[src/rtl/tfn_pkg.sv]
`timescale 1ns / 1ps
package tfn_pkg;

	localparam int MAG_BITS  = 31;
	localparam int SUM_BITS  = 64;
	localparam int ROOT_BITS = 32;
	localparam int IDX_BITS  = 16;
	localparam int OUT_BITS  = 16;
	localparam int QMAX      = 32767;

	// register index as decoded from paddr[2]
	localparam logic REG_FACE_COUNT = 1'b0;

	typedef struct packed {
		logic [IDX_BITS-1:0] idx_a;
		logic [IDX_BITS-1:0] idx_b;
		logic [IDX_BITS-1:0] idx_c;
		logic                last;
	} tfn_side_t;

	typedef struct packed {
		logic [2:0][MAG_BITS-1:0] mag;
		logic [2:0]               neg;
		logic                     degen;
		tfn_side_t                side;
	} tfn_pl_t;

	typedef struct packed {
		logic signed [OUT_BITS-1:0] nx;
		logic signed [OUT_BITS-1:0] ny;
		logic signed [OUT_BITS-1:0] nz;
		logic                       degen;
		tfn_side_t                  side;
	} tfn_res_t;

endpackage

[src/rtl/tfn_sqrt_cell.sv]
`timescale 1ns / 1ps
// one digit of the integer square root, bit weight 4^BIT_POS
module tfn_sqrt_cell #(
	parameter int BIT_POS = 0
) (
	input  logic                              clk,
	input  logic                              arst_n,
	input  logic                              en,
	input  logic                              in_vld,
	input  logic [tfn_pkg::SUM_BITS-1:0]      in_v,
	input  logic [tfn_pkg::SUM_BITS-1:0]      in_r,
	input  tfn_pkg::tfn_pl_t                  in_pl,
	output logic                              out_vld,
	output logic [tfn_pkg::SUM_BITS-1:0]      out_v,
	output logic [tfn_pkg::SUM_BITS-1:0]      out_r,
	output tfn_pkg::tfn_pl_t                  out_pl
);

	localparam logic [tfn_pkg::SUM_BITS-1:0] BIT_W =
		tfn_pkg::SUM_BITS'(1) << (2 * BIT_POS);

	logic [tfn_pkg::SUM_BITS-1:0] trial;
	logic [tfn_pkg::SUM_BITS-1:0] nv;
	logic [tfn_pkg::SUM_BITS-1:0] nr;

	always_comb begin
		trial = in_r + BIT_W;
		if (in_v >= trial) begin
			nv = in_v - trial;
			nr = (in_r >> 1) + BIT_W;
		end else begin
			nv = in_v;
			nr = in_r >> 1;
		end
	end

	always_ff @(posedge clk or negedge arst_n) begin
		if (!arst_n) begin
			out_vld <= 1'b0;
		end else if (en) begin
			out_vld <= in_vld;
		end
	end

	always_ff @(posedge clk) begin
		if (en) begin
			out_v  <= nv;
			out_r  <= nr;
			out_pl <= in_pl;
		end
	end

endmodule

[config.mk]
export PLATFORM = sky130hd
export DESIGN_NAME = tfn_sqrt_cell
export DESIGN_NICKNAME = d
export VERILOG_FILES = /design/src/rtl/tfn_pkg.sv /design/src/rtl/tfn_sqrt_cell.sv
export SDC_FILE = /design/constraint.sdc
export NUM_CORES = 1
export LEC_CHECK = 0
export ABC_AREA = 1
export BUFFER_PORTS_ARGS = -buffer_cell sky130_fd_sc_hd__buf_2
export CELL_PAD_IN_SITES_DETAIL_PLACEMENT = 1
export CELL_PAD_IN_SITES_GLOBAL_PLACEMENT = 2
export CORE_MARGIN = 2
export CORE_UTILIZATION = 29
export CTS_BUF_LIST = sky130_fd_sc_hd__clkbuf_4 sky130_fd_sc_hd__clkbuf_8 sky130_fd_sc_hd__clkbuf_16
export DETAILED_ROUTE_END_ITERATION = 16
export GPL_TIMING_DRIVEN = 0
export HOLD_SLACK_MARGIN = 0.06
export PLACE_DENSITY_LB_ADDON = 0.1
export SLEW_MARGIN = 20
export SYNTH_ARGS = -nofsm -noshare
export SYNTH_HDL_FRONTEND = slang
export SYNTH_SLANG_ARGS = --single-unit
[constraint.sdc]
create_clock -name clk -period 0.85 [get_ports clk]
set_clock_uncertainty 0.05 [all_clocks]
set_input_delay 0.0425 -clock clk [delete_from_list [all_inputs] [get_ports clk]]
set_output_delay 0.0425 -clock clk [all_outputs]
set_load 0.01 [all_outputs]
Yosys cells after proc, flatten, opt, wreduce, memory -nomap -nowiden
Index checks and enable logic that the tools add are counted.

Register bits: 275. Input bits: 278. Output and inout bits: 275. Logic and storage cells: 19.

Add/subtract/negate cells: 3. Magnitude comparators: 1. Muxes and demuxes: 2.

Operator list (count): adder 63 x 1 -> 64 bit (second input constant) (1); adder 64 x 1 -> 64 bit (second input constant) (1); >= comparator 64 bit (1); 2-to-1 mux 64 bit (1); subtractor 64 bit (1); 2-to-1 mux 63 bit (1).

Longest topological paths before layout
Word-level depth: 3. Mapped depth: 26. Gate-level depth less buffers: 25.

Worst setup path after synthesis
No wires, ideal clock.

Kind: in2reg. Start point: in in_r[1] (netlist bit). End point: reg out_r[46] (netlist bit), data pin. Setup time: 256 ps. Arrival time: 3033 ps. Required time: 544 ps. Path slack: -2489 ps. Stages on the path: 24. Path buffers: 2. Cell sequence: ha_1 inv_1 nor2_4 inv_1 nor2_2 nand3_1 nor3_1 nand2_1 nor2_1 nand2_1 xor2_1 ha_1 nand2_1 inv_1 nand2_1 nand2_1 a21oi_1 nand2_1 a21oi_2 nand3_2 buf_8 buf_8 o21ai_1 nand2_1.

Cells in the longest elaborated chain, start to end: 3. Elaborated cells on any way between the ends: 4. Those cells by class: add/sub: 2; order compare: 1; mux: 1.

RTL lines: start: declaration (line tfn_sqrt_cell.sv:11) `input logic [tfn_pkg::SUM_BITS-1:0] in_r,`; adder 64 x 1 -> 64 bit (line tfn_sqrt_cell.sv:27) `trial = in_r + BIT_W;`; >= comparator 64 bit (line tfn_sqrt_cell.sv:28) `if (in_v >= trial) begin`; 2-to-1 mux 63 bit * (line tfn_sqrt_cell.sv:28); named net nr, one bit (line tfn_sqrt_cell.sv:24) `logic [tfn_pkg::SUM_BITS-1:0] nr;`; end signal: assignment (line tfn_sqrt_cell.sv:48) `out_r <= nr;`; end: declaration (line tfn_sqrt_cell.sv:15) `output logic [tfn_pkg::SUM_BITS-1:0] out_r,`.

Mark *: on every way through the listed nets, which the timed path passes. The rest lies on a longest branch. A chain may end at the register's enable or synchronous reset.

Final worst setup path
Start point: in in_r[4] (netlist bit). End point: reg out_r[57] (netlist bit), data pin.

Same word-level chain as after synthesis.

==> impl_metrics.toml <==
[global_route]
grt_pass1_wl_um = 144000
grt_overflow = 0
antenna_found_initial = 11
grt_pass1_vias = 21700
grt_usage = 0.293
grt_max_degree = 105

[clock_tree]
clockBufferDepth = 3
tritoncts = "yes"
cts-root-buf = "clkbuf_16"
cts_sinks = 275
clk_pin_slew_ns = 0.06
cts_buffers = 31
cts-htree-levels = 1
clk_latency_ns = 0.60

[drt]
vias = 21100
firstDrtPassIters = 5
avgRoutedWirePerCell_um = 23.5
via_per_inst = 4.76
drt_iter0_markers = 1397
ant_nets = 0
wirelength_um = 104000
drc_errors = 0

[finish]
multi_input_area_sq_mm = 0.0121
postLayoutCoreUtil = 0.498
area_growth_pct = 70.0
final_layout_size_suffix_gt1_frac = 0.380
layout.nets = 3882
nFillCells = 7589
seq_area_sq_mm = 0.00825

[critical_path]
crit_type = "input port to flip-flop"
worstPathArrival_ns = 3.48
cp-start-kind = "input port"
cp_top_family = "simple AND/OR/NAND/NOR gates"
critPathRequiredTime_ns = 1.14
cp_max_fo = 10
cpMaxStageDelayCell = "a21oi_4"
end_kind = "flip-flop"
crit_top_cell = "nand2_2"
cpPeakStageDelay_ns = 0.28
worst-path-buf-inv = 7

[synth]
synthTopCellsByArea = "edfxtp_1 (44%), nand2_1 (18%), inv_1 (8.7%)"
synth_warnings = 0
ys_ff_latch = 275
syn_inst = 2518
synth_top_area_frac = 0.436
yosys.area.top_type = "edfxtp_1"
syn_nets = 2863
syn_area_per_cell_sq_um = 7.49
netlist_area_sq_mm = 0.0189
ys_types = 37
yosysSeqAreaShare = 0.437

[timing]
fin_crit_ns = 3.20
hold_violations = 36
rsz0062_at_grt = "yes"
drv_slew = 0
period_share = 3.76
relSlewSlack = 0.465
setup_violations = 553
holdWs_ns = -0.118
worst_pin_slew_ns = 0.803
setup_ws_ns = -2.35
finalSetupTns_ns = -410.17
fmax_mhz = 313

[power_and_ir_drop]
p_switching_w = 0.0157
power.internal_w = 0.0315
vdd_drop_max_mv = 1.60
power_frac_seq = 0.362
leakage_nw = 15.2
pwr-share-comb = 0.333
clkPwrFrac = 0.305
power_density_mw_per_mm2 = 1470
p_sw_frac = 0.333
finalPower_w = 0.0472

[worst_hold_path]
holdCritPathClass = "input port to flip-flop"

[floorplanning]
initial_core_util = 0.293
die_w_um = 259
std_cell_rows = 93
core_sq_mm = 0.0643
die_area_sq_mm = 0.0671
die_h_um = 259
pin_count = 553

[job]
max-cap-violations = 0

[outcome]
status = "complete, but fails checks"
violations = "hold timing, setup timing"

[placement]
gp_congestion = 0.932
io_buffers = 543
hpwl_um = 76500
-- synthesized netlist by cell type (all sizes together) --
| master | count |
|---|---|
| nor2 | 213 |
| nand2 | 905 |
| a21oi | 38 |
| nand4 | 41 |
| xor2 | 139 |
| clkbuf | 20 |
| buf | 24 |
| nor4 | 8 |
| mux2 | 1 |
| o21ai | 60 |
| nand3b | 4 |
| and2 | 2 |
| fa | 1 |
| dfrtp | 1 |
| xnor2 | 8 |
| inv | 442 |
| edfxtp | 274 |
| and3b | 1 |
| nor3 | 45 |
| nor3b | 1 |
| nand3 | 222 |
| and3 | 2 |
| ha | 66 |
-- cell families (layout without fill, tap and decap cells) --
family	Yosys count	count (layout)	synth area share
compound gates	98	98	0.0264
xor+xnor	147	147	0.0682
fa+ha+maj	67	67	0.0448
buf+inv	486	1528	0.103
flops	275	275	0.437
mux	1	1	0.000597
other cells	0	9	0
simple gates	1444	1444	0.319
-- layout by cell type, fill, tap and decap left out, types with 93 or more instances in the layout --
cell type	instances
nand3_1	144
inv_1	412
buf_2	511
dlygate4sd3_1	280
buf_4	140
nand2_1	713
edfxtp_1	274
nor2_1	125
xor2_1	93
nand2_2	141
-- state kept, by name (all words and copies together) (netlist names) --
register,cells
out_v,64
out_pl,146
out_r,64
out_vld,1
-- stage by stage --
stage	hold WS (ns)	setup slack (ns)	instances	cell area [sq um]
2_1_floorplan	-0.303	-2.19	2518	19100
3_3_place_gp	-0.232	-4.34	3916	22900
3_5_place_dp	-0.232	-4.34	3918	22900
4_1_cts	-0.146	-2.24	4369	30700
5_1_grt	-0.102	-2.44	4422	32100
6_report	-0.118	-2.35	4424	32100
-- worst paths after layout --
kind                            cells past startpoint                 from  slack, ns                    to
min in group asynchronous                           3               arst_n       0.23   out_vld$_DFFE_PN0P_
worst max register to register                      1  out_vld$_DFFE_PN0P_       0.03   out_vld$_DFFE_PN0P_
worst max-delay path                               26              in_r[4]      -2.35   out_r[57]$_DFFE_PP_
worst min-delay path                                1                   en      -0.12  out_pl[97]$_DFFE_PP_
max in group asynchronous                           3               arst_n       0.42   out_vld$_DFFE_PN0P_
worst min register to register                      1  out_vld$_DFFE_PN0P_       0.49   out_vld$_DFFE_PN0P_
-- what timing repair did --
action | in CTS | in global routing
hold endpoints to repair | 366 | 99
gates resized for setup | 618 | 235
hold buffers | 276 | 4
setup buffers | 110 | 45
cloned | 11 | 4
pin swaps | 86 | 108
endpoints found under the setup margin | 553 | 585
-- cell type report --
type / instances / area share
Antenna cell: 9 / 0.000702
Buffer: 41 / 0.0184
Inverter: 442 / 0.0526
Tap cell: 855 / 0.0334
Sequential cell: 275 / 0.257
Clock inverter: 21 / 0.00788
Multi-Input combinational cell: 1757 / 0.376
Timing Repair Buffer: 989 / 0.228
Clock buffer: 35 / 0.0255
-- routing by layer --
layer,up-vias,routed length [um],track usage
li1,9996,-,-
met1,10200,43700,0.379
met2,705,50600,0.499
met3,135,6000,0.0459
met4,4,3360,0.0949
met5,-,24,0
-- power groups by stage --
stage / clock network [W] / logic (W) / registers (W)
6_report: 0.0144 / 0.0157 / 0.0171
5_1_grt: 0.0151 / 0.0168 / 0.0172
4_1_cts: 0.0146 / 0.0146 / 0.0170
3_5_place_dp: 0 / 0.0111 / 0.0173
3_3_place_gp: 0 / 0.0109 / 0.0174
2_1_floorplan: 0 / 0.00507 / 0.0181
Power figures use the tool's default switching activity.
