===== config.mk =====
export PLATFORM = sky130hd
export DESIGN_NAME = tfn_div_cell
export DESIGN_NICKNAME = d
export VERILOG_FILES = /design/src/rtl/tfn_pkg.sv /design/src/rtl/tfn_div_cell.sv
export SDC_FILE = /design/constraint.sdc
export NUM_CORES = 1
export LEC_CHECK = 0
export BUFFER_PORTS_ARGS = -buffer_cell sky130_fd_sc_hd__buf_2
export CAP_MARGIN = 15
export CORE_AREA = 2 2 285 287
export CTS_CLUSTER_DIAMETER = 200
export DETAILED_ROUTE_END_ITERATION = 8
export DIE_AREA = 0 0 287 289
export GPL_ROUTABILITY_DRIVEN = 0
export SYNTH_ARGS = -nofsm -noshare
export SYNTH_HDL_FRONTEND = slang
export SYNTH_SLANG_ARGS = --single-unit

===== constraint.sdc =====
create_clock -name clk -period 0.8 [get_ports clk]
set_input_delay 0.08 -clock clk [delete_from_list [all_inputs] [get_ports clk]]
set_output_delay 0.08 -clock clk [all_outputs]
set_load 0.1 [all_outputs]

===== src/rtl/tfn_pkg.sv =====
`timescale 1ns / 1ps
package tfn_pkg;

	localparam int MAG_BITS  = 31;
	localparam int SUM_BITS  = 64;
	localparam int ROOT_BITS = 32;
	localparam int IDX_BITS  = 16;
	localparam int OUT_BITS  = 16;
	localparam int QMAX      = 32767;

	// register index as decoded from paddr[2]
	localparam logic REG_FACE_COUNT = 1'b0;

	typedef struct packed {
		logic [IDX_BITS-1:0] idx_a;
		logic [IDX_BITS-1:0] idx_b;
		logic [IDX_BITS-1:0] idx_c;
		logic                last;
	} tfn_side_t;

	typedef struct packed {
		logic [2:0][MAG_BITS-1:0] mag;
		logic [2:0]               neg;
		logic                     degen;
		tfn_side_t                side;
	} tfn_pl_t;

	typedef struct packed {
		logic signed [OUT_BITS-1:0] nx;
		logic signed [OUT_BITS-1:0] ny;
		logic signed [OUT_BITS-1:0] nz;
		logic                       degen;
		tfn_side_t                  side;
	} tfn_res_t;

endpackage


===== src/rtl/tfn_div_cell.sv =====
`timescale 1ns / 1ps
// one quotient bit (weight 2^K) for all three components against a shared divisor
module tfn_div_cell #(
	parameter int NW = 47,
	parameter int QW = 15,
	parameter int K  = 0
) (
	input  logic                             clk,
	input  logic                             arst_n,
	input  logic                             en,
	input  logic                             in_vld,
	input  logic [tfn_pkg::ROOT_BITS-1:0]    in_len,
	input  logic [2:0][NW-1:0]               in_rem,
	input  logic [2:0][QW-1:0]               in_q,
	input  tfn_pkg::tfn_pl_t                 in_pl,
	output logic                             out_vld,
	output logic [tfn_pkg::ROOT_BITS-1:0]    out_len,
	output logic [2:0][NW-1:0]               out_rem,
	output logic [2:0][QW-1:0]               out_q,
	output tfn_pkg::tfn_pl_t                 out_pl
);

	logic [NW-1:0]        dvs;
	logic [2:0][NW-1:0]   nrem;
	logic [2:0][QW-1:0]   nq;

	always_comb begin
		dvs = NW'(in_len) << K;
		for (int i = 0; i < 3; i++) begin
			nrem[i] = in_rem[i];
			nq[i]   = in_q[i];
			if (in_rem[i] >= dvs) begin
				nrem[i]  = in_rem[i] - dvs;
				nq[i][K] = 1'b1;
			end
		end
	end

	always_ff @(posedge clk or negedge arst_n) begin
		if (!arst_n) begin
			out_vld <= 1'b0;
		end else if (en) begin
			out_vld <= in_vld;
		end
	end

	always_ff @(posedge clk) begin
		if (en) begin
			out_len <= in_len;
			out_rem <= nrem;
			out_q   <= nq;
			out_pl  <= in_pl;
		end
	end

endmodule


# Word level (Yosys, flattened, before mapping)
# Cells that the tools add are included.
[classes]
addsub = 3
n_lt_le_gt_ge = 3
mux = 3
[ops]
columns = ["op", "n"]
rows = [
  ["$ge A47 B32 Y1", 3],
  ["$mux W47", 3],
  ["$sub A47 B32 Y47", 3],
]
[totals]
register_bits = 365
out_inout_bits = 365
elab_cells = 29

# Longest topological paths before layout
[depth]
depth_word = 2
depth_mapped = 13
depth_no_buf = 13

# Worst setup path before layout
# Ideal clock, no wire load.
[synth_timing]
path_kind = "input -> register"
from = "in in_rem[94] (netlist bit)"
to = "reg out_rem[138] (netlist bit) (data pin)"
t_arrival_ns = 2.573
required_time_ns = 0.542
setup_slack_ns = -2.031
cell_stages = 13
path_buffers = 0
cell_sequence = "inv_1 > ha_1 > inv_1 > fa_1 > a211oi_1 > o21ai_0 > a21oi_2 > a21oi_1 > a221o_1 > a32o_1 > nor3_4 > nand4_1 > xnor2_1"
[synth_rtl]
columns = ["element", "line", "text"]
rows = [
  ["from (decl)", "tfn_div_cell.sv:13", "input logic [2:0][NW-1:0] in_rem,"],
  ["to (signal assigned)", "tfn_div_cell.sv:50", "out_rem <= nrem;"],
  ["to (decl)", "tfn_div_cell.sv:18", "output logic [2:0][NW-1:0] out_rem,"],
]

==> results.tsv <==
stage	metric	value	unit
routing	detailed_route_wl	103	mm
clocking	clk_pin_slew_worst_paths	0.06	ns
floorplan	start_util	23.4	%
routing	vias	20500	
layout	final_util	53.7	%
power_and_ir_drop	power.density_cell_area	1970	mW/mm2
synthesis	synth_seq_area_share	58.7	%
power_and_ir_drop	vdd_drop_max	1.46	mV
layout	n_fill_cell	6346	
layout	area_growth_syn_to_layout	130	%
clocking	clk-insertion-delay-late	0.58	ns
worst_setup_path	start_kind	input pin	
synthesis	synth_top_cell_by_area	sky130_fd_sc_hd__edfxtp_1	
layout	final_net_count	3736	
routing	avgRoutedWirePerCell	23.4	um
power_and_ir_drop	leakagePower	17.9	nW
global_route	globalRoute.totalOverflow	0	
synthesis	synthesis.nets	2017	
floorplan	die_area	0.0829	mm2
synthesis	syn_avg_cell_area	12.0	um2
clocking	cts_tree	yes	
floorplan	number_of_rows_in_the_core_area	104	
place	placement.setup.worst_slack	-2.28	ns
synthesis	synthFlopType	sky130_fd_sc_hd__edfxtp_1	
floorplan	chipHeight	289	um
clocking	clock_tree.root_cell	sky130_fd_sc_hd__clkbuf_16	
synthesis	netlist.area_leader.share	58.5	%
routing	drtAntennaViolNets	0	
global_route	grt_max_degree	26	
routing	drc	0	
worst_setup_path	worstPathRequired	1.14	ns
synthesis	post_synth_inst_count	1550	
synthesis	syn-cell-area	0.0187	mm2
synthesis	synth_async_sr_flop_share	0.274	%
clocking	post_cts_hold_buffer_count	369	
floorplan	total_core_area	0.0799	mm2
synthesis	yosysWarningCount	0	
routing	detailedRoute.firstPassIterationCount	5	
timing	finalWorstPathRequiredPeriod	2.36	ns
min_path	min_path_type	in2reg	
clocking	clock_sinks	365	
clocking	cts-root-to-sink-buffers	3	
floorplan	dieWidth	287	um
timing	slew_violations	0	
synthesis	ys_seq_elements	365	
timing	fmax	0.424	GHz
status	failed_checks	negative hold slack, negative setup slack	
synthesis	post-synth-top-count-cell	sky130_fd_sc_hd__edfxtp_1	
clocking	cts-buffers-inserted	45	
floorplan	num_io_pins	733	
routing	vias_per_cell	4.67	
place	dp_hpwl	73.8	mm
synthesis	synth-edff-count	364	
global_route	first_pass_grt_wire_length	140	mm
timing	setup-violations-final	550	
timing	timing.max_slew.rel_slack	60.4	%
worst_setup_path	cp.arrival	2.70	ns
timing	tightest_slew	0.592	ns
global_route	grt_pass1_vias	20900	
timing	hold_vio_cnt_final	3	
status	result_of_the_run	finished, violations left	
synthesis	ys_top_cells_by_area	sky130_fd_sc_hd__edfxtp_1 59%, sky130_fd_sc_hd__ha_1 6.4%, sky130_fd_sc_hd__a21oi_1 3.6%	
global_route	grt_antenna_before_repair	28	
job	timing.max_cap.violations	0	
worst_setup_path	critical_path_class	in2reg	
timing	grt_setup_unrepaired	true	
place	io_buffers	732	
worst_setup_path	cp_endpoint_kind	register	
timing	hold_ws	-0.262	ns
synthesis	synth_commonest_cells	364 x sky130_fd_sc_hd__edfxtp_1, 138 x sky130_fd_sc_hd__nand2_1, 133 x sky130_fd_sc_hd__a21oi_1	
global_route	grt_usage	23.1	%
timing	fin_crit_sh	295	%
timing	timing.clock.skew	0	ns
synthesis	post_synth_num_cell_types	81	
layout	drive_above_1_share	56.3	%
worst_setup_path	critPathMaxFanout	4	
clocking	cts_max_level	2	
timing	final_critical_path_setup_slack	-1.56	ns
routing	drt-initial-drc-count	1258	
==> worst max-delay path, cell delays in order <==
cell	delay, ns
sky130_fd_sc_hd__buf_12	0.11
sky130_fd_sc_hd__inv_12	0.04
sky130_fd_sc_hd__ha_4	0.12
sky130_fd_sc_hd__inv_2	0.03
sky130_fd_sc_hd__fa_2	0.38
sky130_fd_sc_hd__a211oi_4	0.27
sky130_fd_sc_hd__o21ai_2	0.10
sky130_fd_sc_hd__a21oi_2	0.22
sky130_fd_sc_hd__a21oi_2	0.10
sky130_fd_sc_hd__a221o_1	0.40
sky130_fd_sc_hd__a32o_2	0.32
sky130_fd_sc_hd__nor3_4	0.19
sky130_fd_sc_hd__nand4_1	0.17
sky130_fd_sc_hd__xnor2_1	0.16
==> through the flow <==
step                      cell area [um2]  std cells  TNS (ns)  total power [W]
final                               42900       4380   -376.49           0.0846
after CTS                           41200       4325   -377.99           0.0836
after global routing                42900       4371   -398.75           0.0869
after detailed placement            33400       3788   -345.38           0.0591
after global placement              33400       3788   -342.42           0.0589
after floorplan                     19200       1550   -289.74           0.0434
==> cell families (layout without fill, tap and decap cells) <==
family / Yosys count / in the layout / synth area share, %
fa+ha+maj: 99 / 99 / 6.76
flops: 365 / 365 / 58.7
xor+xnor: 129 / 129 / 6.05
compound gates: 416 / 416 / 13.8
buf+inv: 110 / 1864 / 2.47
simple gates: 416 / 416 / 11.3
mux: 15 / 15 / 0.898
other cells: 0 / 16 / 0
==> where the power goes <==
group | leakage (nW) | internal [W] | switching (W)
clock network | 0.725 | 0.0123 | 0.00908
logic | 13.6 | 0.0152 | 0.0227
registers | 3.57 | 0.0236 | 0.00173
==> timing repair <==
action	CTS	global route
hold endpoints to repair	400	2
setup endpoints to repair	510	550
resized for setup	392	346
cloned	11	5
pin swaps	130	152
setup buffers	82	52
==> final cells by class <==
class | instances | area [um2] | share of cell area (%)
diodes | 16 | 40.0 | 0.0934
clock buffers | 50 | 1170 | 2.72
clock inverters | 32 | 357 | 0.832
inverters | 56 | 317 | 0.738
multi-input cells | 1075 | 9930 | 23.2
flip-flops and latches | 365 | 11000 | 25.6
well taps | 1060 | 1330 | 3.09
repair buffers | 1726 | 18800 | 43.8
==> layer usage <==
layer	GRT usage, %	routed length, um
met2	41.9	52800
met1	25.4	36600
met3	5.46	7240
met5	0	105
met4	11.1	5910
==> sequential cells by signal (all words and copies together), names as in the netlist <==
register,flops
out_len,32
out_pl,146
out_q,45
out_rem,141
out_vld,1
==> cells in the final DEF (no fill, tap or decap), types with 23 or more instances in the layout <==
master	instances
sky130_fd_sc_hd__xor2_1	54
sky130_fd_sc_hd__o21ai_1	28
sky130_fd_sc_hd__buf_2	344
sky130_fd_sc_hd__o21ai_2	51
sky130_fd_sc_hd__nor2_1	52
sky130_fd_sc_hd__buf_12	408
sky130_fd_sc_hd__buf_6	77
sky130_fd_sc_hd__a21o_1	44
sky130_fd_sc_hd__dlygate4sd3_1	369
sky130_fd_sc_hd__ha_4	55
sky130_fd_sc_hd__buf_4	494
sky130_fd_sc_hd__clkbuf_16	50
sky130_fd_sc_hd__nand2_1	94
sky130_fd_sc_hd__edfxtp_1	364
sky130_fd_sc_hd__xnor2_1	65
sky130_fd_sc_hd__o21ai_0	37
sky130_fd_sc_hd__a21oi_1	79
sky130_fd_sc_hd__nor2_4	31
sky130_fd_sc_hd__inv_1	23
sky130_fd_sc_hd__ha_1	38
sky130_fd_sc_hd__a21oi_2	45
==> worst paths after layout <==
path / startpoint / end / slack [ns] / cells past startpoint
setup / recovery: in_rem[94] / out_rem[138]$_DFFE_PP_ / -1.56 / 14
max in group asynchronous: arst_n / out_vld$_DFFE_PN0P_ / 0.29 / 3
min in group asynchronous: arst_n / out_vld$_DFFE_PN0P_ / 0.38 / 3
hold / removal: in_len[0] / out_len[0]$_DFFE_PP_ / -0.26 / 1
hold reg to reg: out_vld$_DFFE_PN0P_ / out_vld$_DFFE_PN0P_ / 0.58 / 1
setup reg to reg: out_vld$_DFFE_PN0P_ / out_vld$_DFFE_PN0P_ / -0.05 / 1
(Power assumes the default switching activity.)
